==> src/sv/jcc_pkg.sv <==
// Shared types, constants and helpers for the joystick cursor controller.
package jcc_pkg;

    localparam int DATA_W     = 10;
    localparam int COL_W      = 8;
    localparam int ROW_CODE_W = 5;
    localparam int ROW_IDX_W  = 3;
    localparam int PHASE_W    = 3;
    localparam int CFG_IDX_W  = 3;

    localparam logic [ROW_IDX_W-1:0] ROW_IDX_LAST = 3'd4;

    localparam logic [COL_W-1:0] COL_RESET = 8'h80;

    localparam logic [DATA_W-1:0] REST_LOW_RESET       = 10'd500;
    localparam logic [DATA_W-1:0] REST_HIGH_RESET      = 10'd600;
    localparam logic [DATA_W-1:0] LOW_THRESHOLD_RESET  = 10'd350;
    localparam logic [DATA_W-1:0] HIGH_THRESHOLD_RESET = 10'd850;
    localparam logic [DATA_W-1:0] CENTER_VALUE_RESET   = 10'd512;
    localparam logic [DATA_W-1:0] OFF_AXIS_LIMIT_RESET = 10'd250;

    localparam logic [CFG_IDX_W-1:0] CFG_REST_LOW       = 3'd0;
    localparam logic [CFG_IDX_W-1:0] CFG_REST_HIGH      = 3'd1;
    localparam logic [CFG_IDX_W-1:0] CFG_LOW_THRESHOLD  = 3'd2;
    localparam logic [CFG_IDX_W-1:0] CFG_HIGH_THRESHOLD = 3'd3;
    localparam logic [CFG_IDX_W-1:0] CFG_CENTER_VALUE   = 3'd4;
    localparam logic [CFG_IDX_W-1:0] CFG_OFF_AXIS_LIMIT = 3'd5;

    typedef enum logic [PHASE_W-1:0] {
        PH_IDLE  = 3'd0,
        PH_LEFT  = 3'd1,
        PH_RIGHT = 3'd2,
        PH_UP    = 3'd3,
        PH_DOWN  = 3'd4
    } t_phase;

    typedef struct packed {
        logic [DATA_W-1:0] rest_low;
        logic [DATA_W-1:0] rest_high;
        logic [DATA_W-1:0] low_threshold;
        logic [DATA_W-1:0] high_threshold;
        logic [DATA_W-1:0] center_value;
        logic [DATA_W-1:0] off_axis_limit;
    } t_cfg;

    typedef struct packed {
        logic [COL_W-1:0]      column_pattern;
        logic [ROW_CODE_W-1:0] row_code;
        t_phase                phase;
    } t_result;

    function automatic logic [ROW_CODE_W-1:0] row_code_of(input logic [ROW_IDX_W-1:0] idx);
        logic [ROW_CODE_W-1:0] code;
        case (idx)
            3'd0:    code = 5'h1E;
            3'd1:    code = 5'h1D;
            3'd2:    code = 5'h1B;
            3'd3:    code = 5'h17;
            3'd4:    code = 5'h0F;
            default: code = 5'h1E;
        endcase
        return code;
    endfunction

endpackage

==> src/sv/jcc_intf.sv <==
// Handshake channel interfaces for samples, results and register writes.
interface jcc_sample_if;
    logic                           valid;
    logic                           ready;
    logic [jcc_pkg::DATA_W-1:0]     horizontal_sample;
    logic [jcc_pkg::DATA_W-1:0]     vertical_sample;

    modport source (output valid, output horizontal_sample, output vertical_sample,
                    input ready);
    modport sink   (input valid, input horizontal_sample, input vertical_sample,
                    output ready);
endinterface

interface jcc_result_if;
    logic                           valid;
    logic                           ready;
    logic [jcc_pkg::COL_W-1:0]      column_pattern;
    logic [jcc_pkg::ROW_CODE_W-1:0] row_code;
    logic [jcc_pkg::PHASE_W-1:0]    phase;

    modport source (output valid, output column_pattern, output row_code, output phase,
                    input ready);
    modport sink   (input valid, input column_pattern, input row_code, input phase,
                    output ready);
endinterface

interface jcc_cfg_if;
    logic                           valid;
    logic                           ready;
    logic [jcc_pkg::CFG_IDX_W-1:0]  index;
    logic [jcc_pkg::DATA_W-1:0]     data;

    modport source (output valid, output index, output data, input ready);
    modport sink   (input valid, input index, input data, output ready);
endinterface

==> src/sv/jcc_cfg_regs.sv <==
// Threshold and band registers written through the configuration channel.
module jcc_cfg_regs (
    input  logic          i_clk,
    input  logic          i_rst_n,
    jcc_cfg_if.sink       i_cfg,
    output jcc_pkg::t_cfg o_cfg
);

    jcc_pkg::t_cfg r_cfg;

    assign i_cfg.ready = 1'b1;
    assign o_cfg       = r_cfg;

    always_ff @(posedge i_clk) begin
        if (!i_rst_n) begin
            r_cfg.rest_low       <= jcc_pkg::REST_LOW_RESET;
            r_cfg.rest_high      <= jcc_pkg::REST_HIGH_RESET;
            r_cfg.low_threshold  <= jcc_pkg::LOW_THRESHOLD_RESET;
            r_cfg.high_threshold <= jcc_pkg::HIGH_THRESHOLD_RESET;
            r_cfg.center_value   <= jcc_pkg::CENTER_VALUE_RESET;
            r_cfg.off_axis_limit <= jcc_pkg::OFF_AXIS_LIMIT_RESET;
        end else if (i_cfg.valid) begin
            case (i_cfg.index)
                jcc_pkg::CFG_REST_LOW:       r_cfg.rest_low       <= i_cfg.data;
                jcc_pkg::CFG_REST_HIGH:      r_cfg.rest_high      <= i_cfg.data;
                jcc_pkg::CFG_LOW_THRESHOLD:  r_cfg.low_threshold  <= i_cfg.data;
                jcc_pkg::CFG_HIGH_THRESHOLD: r_cfg.high_threshold <= i_cfg.data;
                jcc_pkg::CFG_CENTER_VALUE:   r_cfg.center_value   <= i_cfg.data;
                jcc_pkg::CFG_OFF_AXIS_LIMIT: r_cfg.off_axis_limit <= i_cfg.data;
                default: ;
            endcase
        end
    end

endmodule

==> src/sv/jcc_move_core.sv <==
// Direction decode and cursor state update for one sample pair.
module jcc_move_core (
    input  logic                       i_clk,
    input  logic                       i_rst_n,
    input  logic                       i_step,
    input  logic [jcc_pkg::DATA_W-1:0] i_h,
    input  logic [jcc_pkg::DATA_W-1:0] i_v,
    input  jcc_pkg::t_cfg              i_cfg,
    output jcc_pkg::t_result           o_next
);

    jcc_pkg::t_phase                   r_phase, n_phase;
    logic [jcc_pkg::COL_W-1:0]         r_col, n_col;
    logic [jcc_pkg::ROW_IDX_W-1:0]     r_row_idx, n_row_idx;

    logic [jcc_pkg::DATA_W-1:0] w_h_dist, w_v_dist;
    logic w_h_ok, w_v_ok, w_rest;

    assign w_h_dist = (i_h > i_cfg.center_value) ? i_h - i_cfg.center_value
                                                 : i_cfg.center_value - i_h;
    assign w_v_dist = (i_v > i_cfg.center_value) ? i_v - i_cfg.center_value
                                                 : i_cfg.center_value - i_v;
    assign w_h_ok   = w_h_dist < i_cfg.off_axis_limit;
    assign w_v_ok   = w_v_dist < i_cfg.off_axis_limit;
    assign w_rest   = (i_h > i_cfg.rest_low) && (i_h < i_cfg.rest_high) &&
                      (i_v > i_cfg.rest_low) && (i_v < i_cfg.rest_high);

    always_comb begin
        n_phase   = jcc_pkg::PH_IDLE;
        n_col     = r_col;
        n_row_idx = r_row_idx;
        if (r_phase == jcc_pkg::PH_IDLE) begin
            if (w_rest) begin
                n_phase = jcc_pkg::PH_IDLE;
            end else if ((i_h < i_cfg.low_threshold) && w_v_ok) begin
                n_phase = jcc_pkg::PH_LEFT;
            end else if ((i_h > i_cfg.high_threshold) && w_v_ok) begin
                n_phase = jcc_pkg::PH_RIGHT;
            end else if ((i_v > i_cfg.high_threshold) && w_h_ok) begin
                n_phase = jcc_pkg::PH_UP;
            end else if ((i_v < i_cfg.low_threshold) && w_h_ok) begin
                n_phase = jcc_pkg::PH_DOWN;
            end
            case (n_phase)
                jcc_pkg::PH_LEFT:  n_col = {r_col[jcc_pkg::COL_W-2:0], r_col[jcc_pkg::COL_W-1]};
                jcc_pkg::PH_RIGHT: n_col = {r_col[0], r_col[jcc_pkg::COL_W-1:1]};
                jcc_pkg::PH_UP: begin
                    if (r_row_idx != '0) begin
                        n_row_idx = r_row_idx - 1'b1;
                    end
                end
                jcc_pkg::PH_DOWN: begin
                    if (r_row_idx < jcc_pkg::ROW_IDX_LAST) begin
                        n_row_idx = r_row_idx + 1'b1;
                    end else begin
                        n_row_idx = '0;
                    end
                end
                default: ;
            endcase
        end
    end

    assign o_next.column_pattern = n_col;
    assign o_next.row_code       = jcc_pkg::row_code_of(n_row_idx);
    assign o_next.phase          = n_phase;

    always_ff @(posedge i_clk) begin
        if (!i_rst_n) begin
            r_phase   <= jcc_pkg::PH_IDLE;
            r_col     <= jcc_pkg::COL_RESET;
            r_row_idx <= '0;
        end else if (i_step) begin
            r_phase   <= n_phase;
            r_col     <= n_col;
            r_row_idx <= n_row_idx;
        end
    end

endmodule

==> src/sv/joystick_cursor_controller_top.sv <==
// Joystick cursor controller: sample register, move core and result register.
// Two register stages: the sample register, then the registered move core result.
// Throughput: one pair per cycle unless o_result stalls; cursor state steps per pair.
// Reset (synchronous, active low) empties both stages, sets idle phase,
// column 0x80, row 0, and loads the default band and threshold registers.
module joystick_cursor_controller_top (
    input  logic        i_clk,
    input  logic        i_rst_n,
    jcc_sample_if.sink  i_sample,
    jcc_result_if.source o_result,
    jcc_cfg_if.sink     i_cfg
);

    jcc_pkg::t_cfg    w_cfg;
    jcc_pkg::t_result w_next;

    logic                       r_in_valid;
    logic [jcc_pkg::DATA_W-1:0] r_h, r_v;
    logic                       r_out_valid;
    jcc_pkg::t_result           r_out;

    logic w_out_free, w_advance;

    assign w_out_free     = !r_out_valid || o_result.ready;
    assign w_advance      = r_in_valid && w_out_free;
    assign i_sample.ready = !r_in_valid || w_advance;

    jcc_cfg_regs u_cfg_regs (
        .i_clk   (i_clk),
        .i_rst_n (i_rst_n),
        .i_cfg   (i_cfg),
        .o_cfg   (w_cfg)
    );

    jcc_move_core u_move_core (
        .i_clk   (i_clk),
        .i_rst_n (i_rst_n),
        .i_step  (w_advance),
        .i_h     (r_h),
        .i_v     (r_v),
        .i_cfg   (w_cfg),
        .o_next  (w_next)
    );

    always_ff @(posedge i_clk) begin
        if (!i_rst_n) begin
            r_in_valid  <= 1'b0;
            r_out_valid <= 1'b0;
        end else begin
            if (i_sample.ready) begin
                r_in_valid <= i_sample.valid;
            end
            if (w_out_free) begin
                r_out_valid <= r_in_valid;
            end
        end
    end

    always_ff @(posedge i_clk) begin
        if (i_sample.valid && i_sample.ready) begin
            r_h <= i_sample.horizontal_sample;
            r_v <= i_sample.vertical_sample;
        end
        if (w_advance) begin
            r_out <= w_next;
        end
    end

    assign o_result.valid          = r_out_valid;
    assign o_result.column_pattern = r_out.column_pattern;
    assign o_result.row_code       = r_out.row_code;
    assign o_result.phase          = r_out.phase;

endmodule
==> src/flat_wrapper.sv <==
// flat-port wrapper written by rule: the top's interface ports become plain ports
module joystick_cursor_controller_top_flat 
  (i_clk, i_rst_n, i_sample_valid, i_sample_horizontal_sample, i_sample_vertical_sample, i_sample_ready, o_result_valid, o_result_column_pattern, o_result_row_code, o_result_phase, o_result_ready, i_cfg_valid, i_cfg_index, i_cfg_data, i_cfg_ready);
  jcc_sample_if i_sample_i ();
  jcc_result_if o_result_i ();
  jcc_cfg_if i_cfg_i ();
  input  logic i_clk;
  input  logic i_rst_n;
  input wire logic [$bits(i_sample_i.valid)-1:0] i_sample_valid;
  input wire logic [$bits(i_sample_i.horizontal_sample)-1:0] i_sample_horizontal_sample;
  input wire logic [$bits(i_sample_i.vertical_sample)-1:0] i_sample_vertical_sample;
  output wire logic [$bits(i_sample_i.ready)-1:0] i_sample_ready;
  output wire logic [$bits(o_result_i.valid)-1:0] o_result_valid;
  output wire logic [$bits(o_result_i.column_pattern)-1:0] o_result_column_pattern;
  output wire logic [$bits(o_result_i.row_code)-1:0] o_result_row_code;
  output wire logic [$bits(o_result_i.phase)-1:0] o_result_phase;
  input wire logic [$bits(o_result_i.ready)-1:0] o_result_ready;
  input wire logic [$bits(i_cfg_i.valid)-1:0] i_cfg_valid;
  input wire logic [$bits(i_cfg_i.index)-1:0] i_cfg_index;
  input wire logic [$bits(i_cfg_i.data)-1:0] i_cfg_data;
  output wire logic [$bits(i_cfg_i.ready)-1:0] i_cfg_ready;
  assign i_sample_i.valid = i_sample_valid;
  assign i_sample_i.horizontal_sample = i_sample_horizontal_sample;
  assign i_sample_i.vertical_sample = i_sample_vertical_sample;
  assign i_sample_ready = i_sample_i.ready;
  assign o_result_valid = o_result_i.valid;
  assign o_result_column_pattern = o_result_i.column_pattern;
  assign o_result_row_code = o_result_i.row_code;
  assign o_result_phase = o_result_i.phase;
  assign o_result_i.ready = o_result_ready;
  assign i_cfg_i.valid = i_cfg_valid;
  assign i_cfg_i.index = i_cfg_index;
  assign i_cfg_i.data = i_cfg_data;
  assign i_cfg_ready = i_cfg_i.ready;
  joystick_cursor_controller_top u_core (.i_clk(i_clk), .i_rst_n(i_rst_n), .i_sample(i_sample_i), .o_result(o_result_i), .i_cfg(i_cfg_i));
endmodule
==> config.mk <==
export PLATFORM = sky130hd
export DESIGN_NAME = joystick_cursor_controller_top_flat
export DESIGN_NICKNAME = d
export VERILOG_FILES = /design/src/sv/jcc_pkg.sv /design/src/sv/jcc_intf.sv /design/src/sv/jcc_cfg_regs.sv /design/src/sv/jcc_move_core.sv /design/src/sv/joystick_cursor_controller_top.sv /design/src/flat_wrapper.sv
export SDC_FILE = /design/constraint.sdc
export NUM_CORES = 1
export LEC_CHECK = 0
export ABC_AREA = 0
export ABC_CLOCK_PERIOD_IN_PS = 14520
export BUFFER_PORTS_ARGS = -buffer_cell sky130_fd_sc_hd__clkbuf_2
export CAP_MARGIN = 20
export CORE_ASPECT_RATIO = 2
export CORE_MARGIN = 2
export CORE_UTILIZATION = 45
export DETAILED_ROUTE_END_ITERATION = 8
export HOLD_SLACK_MARGIN = 0.02
export MAX_ROUTING_LAYER = met4
export PLACE_DENSITY = 0.65
export SLEW_MARGIN = 20
export SYNTH_ARGS = -nofsm -noshare
export SYNTH_HDL_FRONTEND = slang
export SYNTH_HIERARCHICAL = 1
export SYNTH_SLANG_ARGS = --single-unit
export TNS_END_PERCENT = 100
==> constraint.sdc <==
create_clock -name i_clk -period 14.52 [get_ports i_clk]
set_clock_uncertainty 0.2 [all_clocks]
set_input_delay 2.904 -clock i_clk [delete_from_list [all_inputs] [get_ports i_clk]]
set_output_delay 2.904 -clock i_clk [all_outputs]
set_load 0.01 [all_outputs]
==> metrics.md, run 1 <==
| Metric | Value |
|---|---|
| Most frequent cells after synthesis | 135 x ha_1, 89 x inv_1, 76 x dfxtp_1 |
| Routed vias | 6634 |
| Max stage delay on crit path | approximately 660 ps |
| WL/cell | approximately 20 um |
| Critical Path RT | 14430 ps |
| Setup WS post-layout | 8040 ps |
| Slowest CP cell | a311oi_2 |
| DRC viols | 0 |
| Die H | 197 um |
| Initial antenna violation count | 0 |
| Slew @ Worst Pin | 963 ps |
| Area of the multi-input gates | ~5400 um2 |
| Die area | 19800 um2 |
| Worst reg2reg path endpoint | u_core/o_result.column_pattern[0]$_DFFE_PP_ |
| CTS Buf Count | 9 |
| Synthesis Warnings | 6 |
| Top post-synthesis cells by area | ha_1 20%, dfxtp_1 18%, edfxtp_1 13% |
| TritonCTS clock tree | yes |
| Post-DRT Antenna Nets | 0 |
| Max Clk Rate | 0.154 GHz |
| Initial Utilization | 45.9% |
| Filler cells | 1727 |
| Met1 usage | 22.4% |
| Minimum clock period | 6480 ps |
| Register area share after synthesis | 31.0% |
| Gr busiest metal | met2 |
| Final setup TNS | 0 ps |
| Die width | 101 um |
| Ports | 57 |
| # rows | 70 |
| Final setup violation count | 0 |
| Placed Instances | roughly 1100 |
| GPL Wtd Cong | 0.937 |
| CP delay by family, top | compound AO/OA/AOI/OAI gates |
| Post-Synthesis Cells | 880 |
| Avg Cell Area, Syn | 9.54 um2 |
| Crit path capture type | register |
| ANT cells | 0 |
| RSZ-0062 raised after global routing | false |
| Worst VDD drop | about 54 uV |
| Clock Tree Buf Depth | 2 |
| Hold path endpoint | u_core/u_cfg_regs/o_cfg[47]$_SDFFE_PN0P_ |
| Area growth syn-to-layout | 9.22% |
| Ys flop type | dfxtp_1 |
| Tot GR Track Use | 24.4% |
| CTS resizes | 0 |
| Worst Hold Class | reg2reg |
| Largest net degree at the start of global routing | 96 |
| Clock transition at the registers of the reported paths | 80 ps |
| Total setup buffers inserted after CTS | 0 |
| Synth async-reset ratio | 0% |
| Reg2reg start | u_core/r_v[0]$_DFFE_PP_ |
| Reg2Reg Depth | 21 |
| CP startpoint kind | register |
| Routed wire length | about 23000 um |
| Remaining Overflow, GRT | 0 |
| Critical path fanouts, max | 14 |
| Power Dens Cells | 84.9 nW/um2 |
| Grt met3 use | between 3 and 4% |
| Unique masters post-synth | roughly 80 |
| First-pass GRT wire length | 35700 um |
| Static leakage | 4.44 nW |
| Clock Latency Late Sink | 360 ps |
| CTS Root Cell | clkbuf_16 |
| EDFF count, synth | 36 |
| # nets final | about 1100 |
| Hold Buf Count CTS | 0 |
| Worst Min Path Start | u_core/u_cfg_regs/o_cfg[47]$_SDFFE_PN0P_ |
| Clock Sinks | 112 |
| Slew headroom | 35.5% |
| H-tree depth | 3 |
| CP Buf/Inv Count | 2 |
| Starting DRT DRC Count | 262 |
| Max-slew violation count | 0 |
| Fin. Hold Viols | 0 |
| Hold Path Cell Cnt | 2 |
| Synthesized flop and latch total | 112 |
| Most common cell in the netlist | ha_1 |
| Vias in the first global route | between 6000 and 7000 |
| 1st-pass router iterations | 5 |
| Status | finished, final reports clean |
| Finished Layout Cells | 1148 |
| Crit Path Category | reg2reg |
| Crit path cell chain | inv_1 > ha_1 > inv_1 > fa_1 > a21o_1 > a21oi_1 > o211ai_1 > a311oi_1 > nor2_1 > or3b_2 > a31oi_1 > o21ai_0 > xor2_1 > ha_1 > and4_1 > and2_1 > a211oi_2 > nand3b_1 > a311oi_2 > o21ai_2 > a22o_1 |
| Layout cells sized above 1 | 10.9% |
| Worst EP arrival | roughly 6400 ps |
| Post-place setup slack | 8110 ps |
| Syn nets | about 1100 |
| Sequential cell area | 2600 um2 |
| Synth area leader | ha_1 |
| Share of the synthesized area in the top cell type | 20.1% |
| Post-Syn Area | 8400 um2 |
| MaxCap Viol Count | 0 |
| Placeable core area | between 15000 and 20000 um2 |
| IO Port Bufs | 55 |
| Flop-to-flop setup slack | 8040 ps |
| Met2 Track Usage GR | 45.9% |
| Fin crit share | 44.6% |
| Vias per cell | 5.78 |
| HPWL Detailed | 19000 um |
worst max-delay path by stage:
stage                       startpoint                                     endpoint  slack, ps  cells after the start
3_5_place_dp   u_core/r_v[0]$_DFFE_PP_  u_core/o_result.column_pattern[0]$_DFFE_PP_       8110                     21
2_1_floorplan           o_result_ready                               i_sample_ready       8360                      1
4_1_cts        u_core/r_v[0]$_DFFE_PP_  u_core/o_result.column_pattern[4]$_DFFE_PP_       8060                     21
3_3_place_gp            o_result_ready                               i_sample_ready       8120                      3
5_1_grt        u_core/r_v[0]$_DFFE_PP_  u_core/o_result.column_pattern[0]$_DFFE_PP_       7700                     21
6_report       u_core/r_v[0]$_DFFE_PP_  u_core/o_result.column_pattern[0]$_DFFE_PP_       8040                     21
power breakdown:
group | internal [mW] | switching, mW
sequential | 0.336 | 0.0137
clock | 0.118 | 0.120
combinational | 0.0775 | 0.113
cell usage in the layout (no fill, tap or decap), drive strengths merged, types with 8 or more instances in the layout:
| cell type | n |
|---|---|
| a21o | 34 |
| a211oi | 10 |
| mux2i | 74 |
| nand2 | 66 |
| nand3 | 10 |
| dfxtp | 76 |
| xnor2 | 9 |
| nor3 | 11 |
| ha | 135 |
| o211ai | 9 |
| xor2 | 8 |
| a21oi | 44 |
| clkbuf | 64 |
| edfxtp | 36 |
| a22oi | 9 |
| a22o | 14 |
| o21ai | 27 |
| nor2b | 53 |
| nand4 | 15 |
| inv | 92 |
| nor2 | 27 |
cell families (layout without fill, tap and decap cells):
family | after synthesis | in the layout | synth area share, %
AND/OR/NAND/NOR | 222 | 222 | 14.5
AO/OA/AOI/OAI | 197 | 197 | 16.8
adder cells (fa/ha/maj) | 139 | 139 | 21.1
buffers and inverters | 114 | 166 | 5.29
flip-flops | 112 | 112 | 31.0
multiplexers | 78 | 78 | 9.51
XOR/XNOR | 17 | 17 | 1.77
other | 1 | 1 | 0.0447
metrics by stage:
stage | power (mW) | util [%] | hold slack [ps] | area [um2]
finish | 0.779 | 50.1 | 263 | 9170
global route | 0.818 | 50.1 | 279 | 9170
CTS | 0.783 | 50.1 | 261 | 9170
detailed placement | 0.545 | 48.6 | 249 | 8890
global placement | 0.543 | 48.6 | 244 | 8890
floorplan | 0.488 | - | 235 | 8400
state kept, by name, summed over array words and instances, names as in the netlist:
signal / flops
u_core/o_result.column_pattern: 8
u_core/u_move_core/r_phase: 3
u_core/r_in_valid: 1
u_core/u_cfg_regs/o_cfg: 60
u_core/u_move_core/r_col: 8
u_core/r_v: 10
u_core/u_move_core/r_row_idx: 3
u_core/o_result.valid: 1
u_core/r_h: 10
u_core/o_result.phase: 3
u_core/o_result.row_code: 5
worst reg2reg max path, delay by kind of cell, from the launching register on:
kind            cells  cell delay, ps
xor+xnor            1             150
fa+ha+maj           3             860
flops               1             420
buf+inv             2             210
simple gates        5            1420
compound gates     10            2980
metal layers:
layer	routed length (um)	vias to the layer above
li1	-	3265
met1	8170	3141
met2	12800	160
met3	547	68
met4	1540	0
met5	0	-
cell type report:
class	count	share of cell area, %
multi-input combinational	654	58.5
sequential	112	28.4
inverter	89	3.64
timing repair buffer	61	3.49
tap	216	2.95
clock buffer	9	2.46
clock inverter	7	0.587
Note: power is estimated with default switching activity, not from simulation.
==> inputs of run 2 (changes only) <==
Settings changed: ABC_AREA 0 to 1, ABC_CLOCK_PERIOD_IN_PS 14520 to 6500.
Clock period 14.52 ns to 6.5 ns, I/O delays scaled along.
==> metrics.md, run 2 <==
| Metric | Value |
|---|---|
| Layout cells sized above 1 | 9.75% |
| Max-slew violation count | 0 |
| CP startpoint kind | register |
| Critical path fanouts, max | 11 |
| Unique masters post-synth | 41 |
| Initial Utilization | 45.8% |
| Share of the synthesized area in the top cell type | 19.1% |
| Ys flop type | dfxtp_1 |
| CTS Root Cell | clkbuf_16 |
| Register area share after synthesis | 29.5% |
| Status | finished, final reports clean |
| Most common cell in the netlist | nand2_1 |
| # nets final | about 1500 |
| Syn nets | approximately 1400 |
| H-tree depth | 3 |
| Slowest CP cell | edfxtp_1 |
| Final setup TNS | 0 ps |
| MaxCap Viol Count | 0 |
| Fin. Hold Viols | 0 |
| Critical Path RT | 6420 ps |
| Crit path capture type | register |
| Die H | 202 um |
| Area growth syn-to-layout | 9.28% |
| 1st-pass router iterations | 5 |
| Most frequent cells in the layout | 359 x nand2_1, 200 x inv_1, 135 x ha_1 |
| Remaining Overflow, GRT | 0 |
| Crit Path Category | reg2reg |
| DRC viols | 0 |
| CTS Buf Count | 9 |
| Synth area leader | ha_1 |
| Ports | 57 |
| Hold Buf Count CTS | 0 |
| Area of the multi-input gates | 5370 um2 |
| Synthesis Warnings | 6 |
| HPWL Detailed | roughly 23000 um |
| Vias in the first global route | 8305 |
| Most common cell after layout, fill and taps aside | nand2_1 |
| # rows | 72 |
| Synthesized flop and latch total | 112 |
| TritonCTS clock tree | yes |
| Final setup violation count | 0 |
| Sequential cell area | 2600 um2 |
| IO Port Bufs | 55 |
| Clock Tree Buf Depth | 2 |
| Worst Hold Class | reg2reg |
| Crit-path most repeated cell | nand2_1 |
| Die width | 103 um |
| Pwr Total | 1.91 mW |
| Post-DRT Antenna Nets | 0 |
| Hold path endpoint | u_core/u_cfg_regs/o_cfg[26]$_SDFFE_PN1P_ |
| ANT cells | 0 |
| Routed vias | 8134 |
| RSZ-0062 raised after global routing | false |
| Worst EP arrival | 5390 ps |
| Slew @ Worst Pin | ~900 ps |
| Max reg flops | 60 |
| Initial antenna violation count | 0 |
| Worst VDD drop | between 150 and 200 uV |
| Minimum clock period | 5470 ps |
| Synth async-reset ratio | 0% |
| Top post-synthesis cells by area | ha_1 19%, dfxtp_1 17%, nand2_1 15% |
| Most frequent cells after synthesis | 359 x nand2_1, 200 x inv_1, 135 x ha_1 |
| Worst Min Path Start | u_core/u_cfg_regs/o_cfg[26]$_SDFFE_PN1P_ |
| Avg Cell Area, Syn | around 7.1 um2 |
| Max stage delay on crit path | roughly 400 ps |
| EDFF count, synth | 36 |
| Post-Syn Area | 8830 um2 |
| Clock Sinks | around 110 |
| Placeable core area | 19300 um2 |
| Clock Latency Late Sink | 370 ps |
| Tot GR Track Use | about 30% |
| First-pass GRT wire length | around 44000 um |
| Clock transition at the registers of the reported paths | 70 ps |
| Starting DRT DRC Count | between 500 and 600 |
| Die area | about 21000 um2 |
| GPL Wtd Cong | 1.12 |
| Post-Synthesis Cells | 1245 |
| Total setup buffers inserted after CTS | 0 |
| Flop-to-flop setup slack | 1030 ps |
| Static leakage | 5.18 nW |
| Reg2reg start | u_core/r_v[0]$_DFFE_PP_ |
| CTS resizes | 0 |
| Largest net degree at the start of global routing | 65 |
| Power Dens Cells | 198 nW/um2 |
| Max Clk Rate | 0.183 GHz |
| Hold Path Cell Cnt | 2 |
| Routed wire length | 28700 um |
| Reg2Reg Depth | 31 |
| Fin crit share | between 80 and 90% |
| Vias per cell | 5.21 |
| Filler cells | roughly 2000 |
| Worst reg2reg path endpoint | u_core/o_result.row_code[2]$_DFFE_PP_ |
| Slew headroom | 39.7% |
| WL/cell | between 15 and 20 um |
run 2: changes by cell type in the layout (fill, tap and decap cells not counted), moves of 10 or more:
cell / change
a21oi_1: +30
nor2b_1: -51
nand3_1: +80
nor2_1: +91
a21o_1: -29
inv_1: +111
nor2_2: +10
a22o_1: -14
nand2_1: +293
mux2i_1: -72
nor3_1: -10
run 2: through the flow:
step	setup slack [ps]	hold WS, ps	instance area, um2	cells	util [%]
final	1030	262	9650	1562	50.1
after global routing	540	285	9650	1562	50.1
after CTS	1020	265	9650	1562	50.1
after detailed placement	1030	246	9380	1546	48.6
after global placement	1050	239	9380	1546	48.6
after floorplan	2330	229	8830	1245	-
run 2: power by group:
| group | leakage (nW) | switching [mW] | internal, mW |
|---|---|---|---|
| Sequential | 0.964 | 0.0434 | 0.765 |
| Clock | 0.141 | 0.269 | 0.265 |
| Combinational | 4.08 | 0.374 | 0.192 |
run 2: logic make-up (layout without fill, tap and decap cells):
| group | after synthesis | after routing | share of synthesized area (%) |
|---|---|---|---|
| simple gates | 619 | 619 | 30.0 |
| buf+inv | 221 | 279 | 9.79 |
| xor+xnor | 19 | 19 | 1.88 |
| mux | 1 | 1 | 0.113 |
| compound gates | 133 | 133 | 8.67 |
| fa+ha+maj | 139 | 139 | 20.0 |
| flops | 112 | 112 | 29.5 |
| other cells | 1 | 1 | 0.0425 |
run 2: area by class of cell:
| class | count | share of cell area [%] |
|---|---|---|
| sequential | 112 | 27.0 |
| clock inverter | 7 | 0.544 |
| multi-input combinational | 912 | 55.6 |
| clock buffer | 9 | 2.33 |
| inverter | 202 | 7.85 |
| tap | 259 | 3.36 |
| timing repair buffer | 61 | 3.32 |
run 2: routing by layer:
metal  GRT usage, %  part of all wire (%)  up-vias
li1               -                     -     4077
met1           25.2                    32     3708
met2           54.1                    54      230
met3           4.74                   3.9      119
met4           23.8                   9.9        0
met5              -                     0        -
run 2: worst max path at each step:
stage | startpoint | end | depth (start not counted)
2_1_floorplan | u_core/r_v[0]$_DFFE_PP_ | u_core/o_result.row_code[2]$_DFFE_PP_ | 31
3_3_place_gp | u_core/r_v[0]$_DFFE_PP_ | u_core/o_result.row_code[2]$_DFFE_PP_ | 31
3_5_place_dp | u_core/r_v[0]$_DFFE_PP_ | u_core/o_result.row_code[2]$_DFFE_PP_ | 31
4_1_cts | u_core/r_v[0]$_DFFE_PP_ | u_core/o_result.row_code[2]$_DFFE_PP_ | 31
5_1_grt | u_core/r_v[0]$_DFFE_PP_ | u_core/o_result.row_code[2]$_DFFE_PP_ | 31
6_report | u_core/r_v[0]$_DFFE_PP_ | u_core/o_result.row_code[2]$_DFFE_PP_ | 31
run 2: worst max-delay path, delay by kind of cell (launching register included):
family          cells  cell delay [ps]
compound gates      5              720
flops               1              400
xor+xnor            1              160
fa+ha+maj           3              920
buf+inv             4              730
simple gates       18             2070
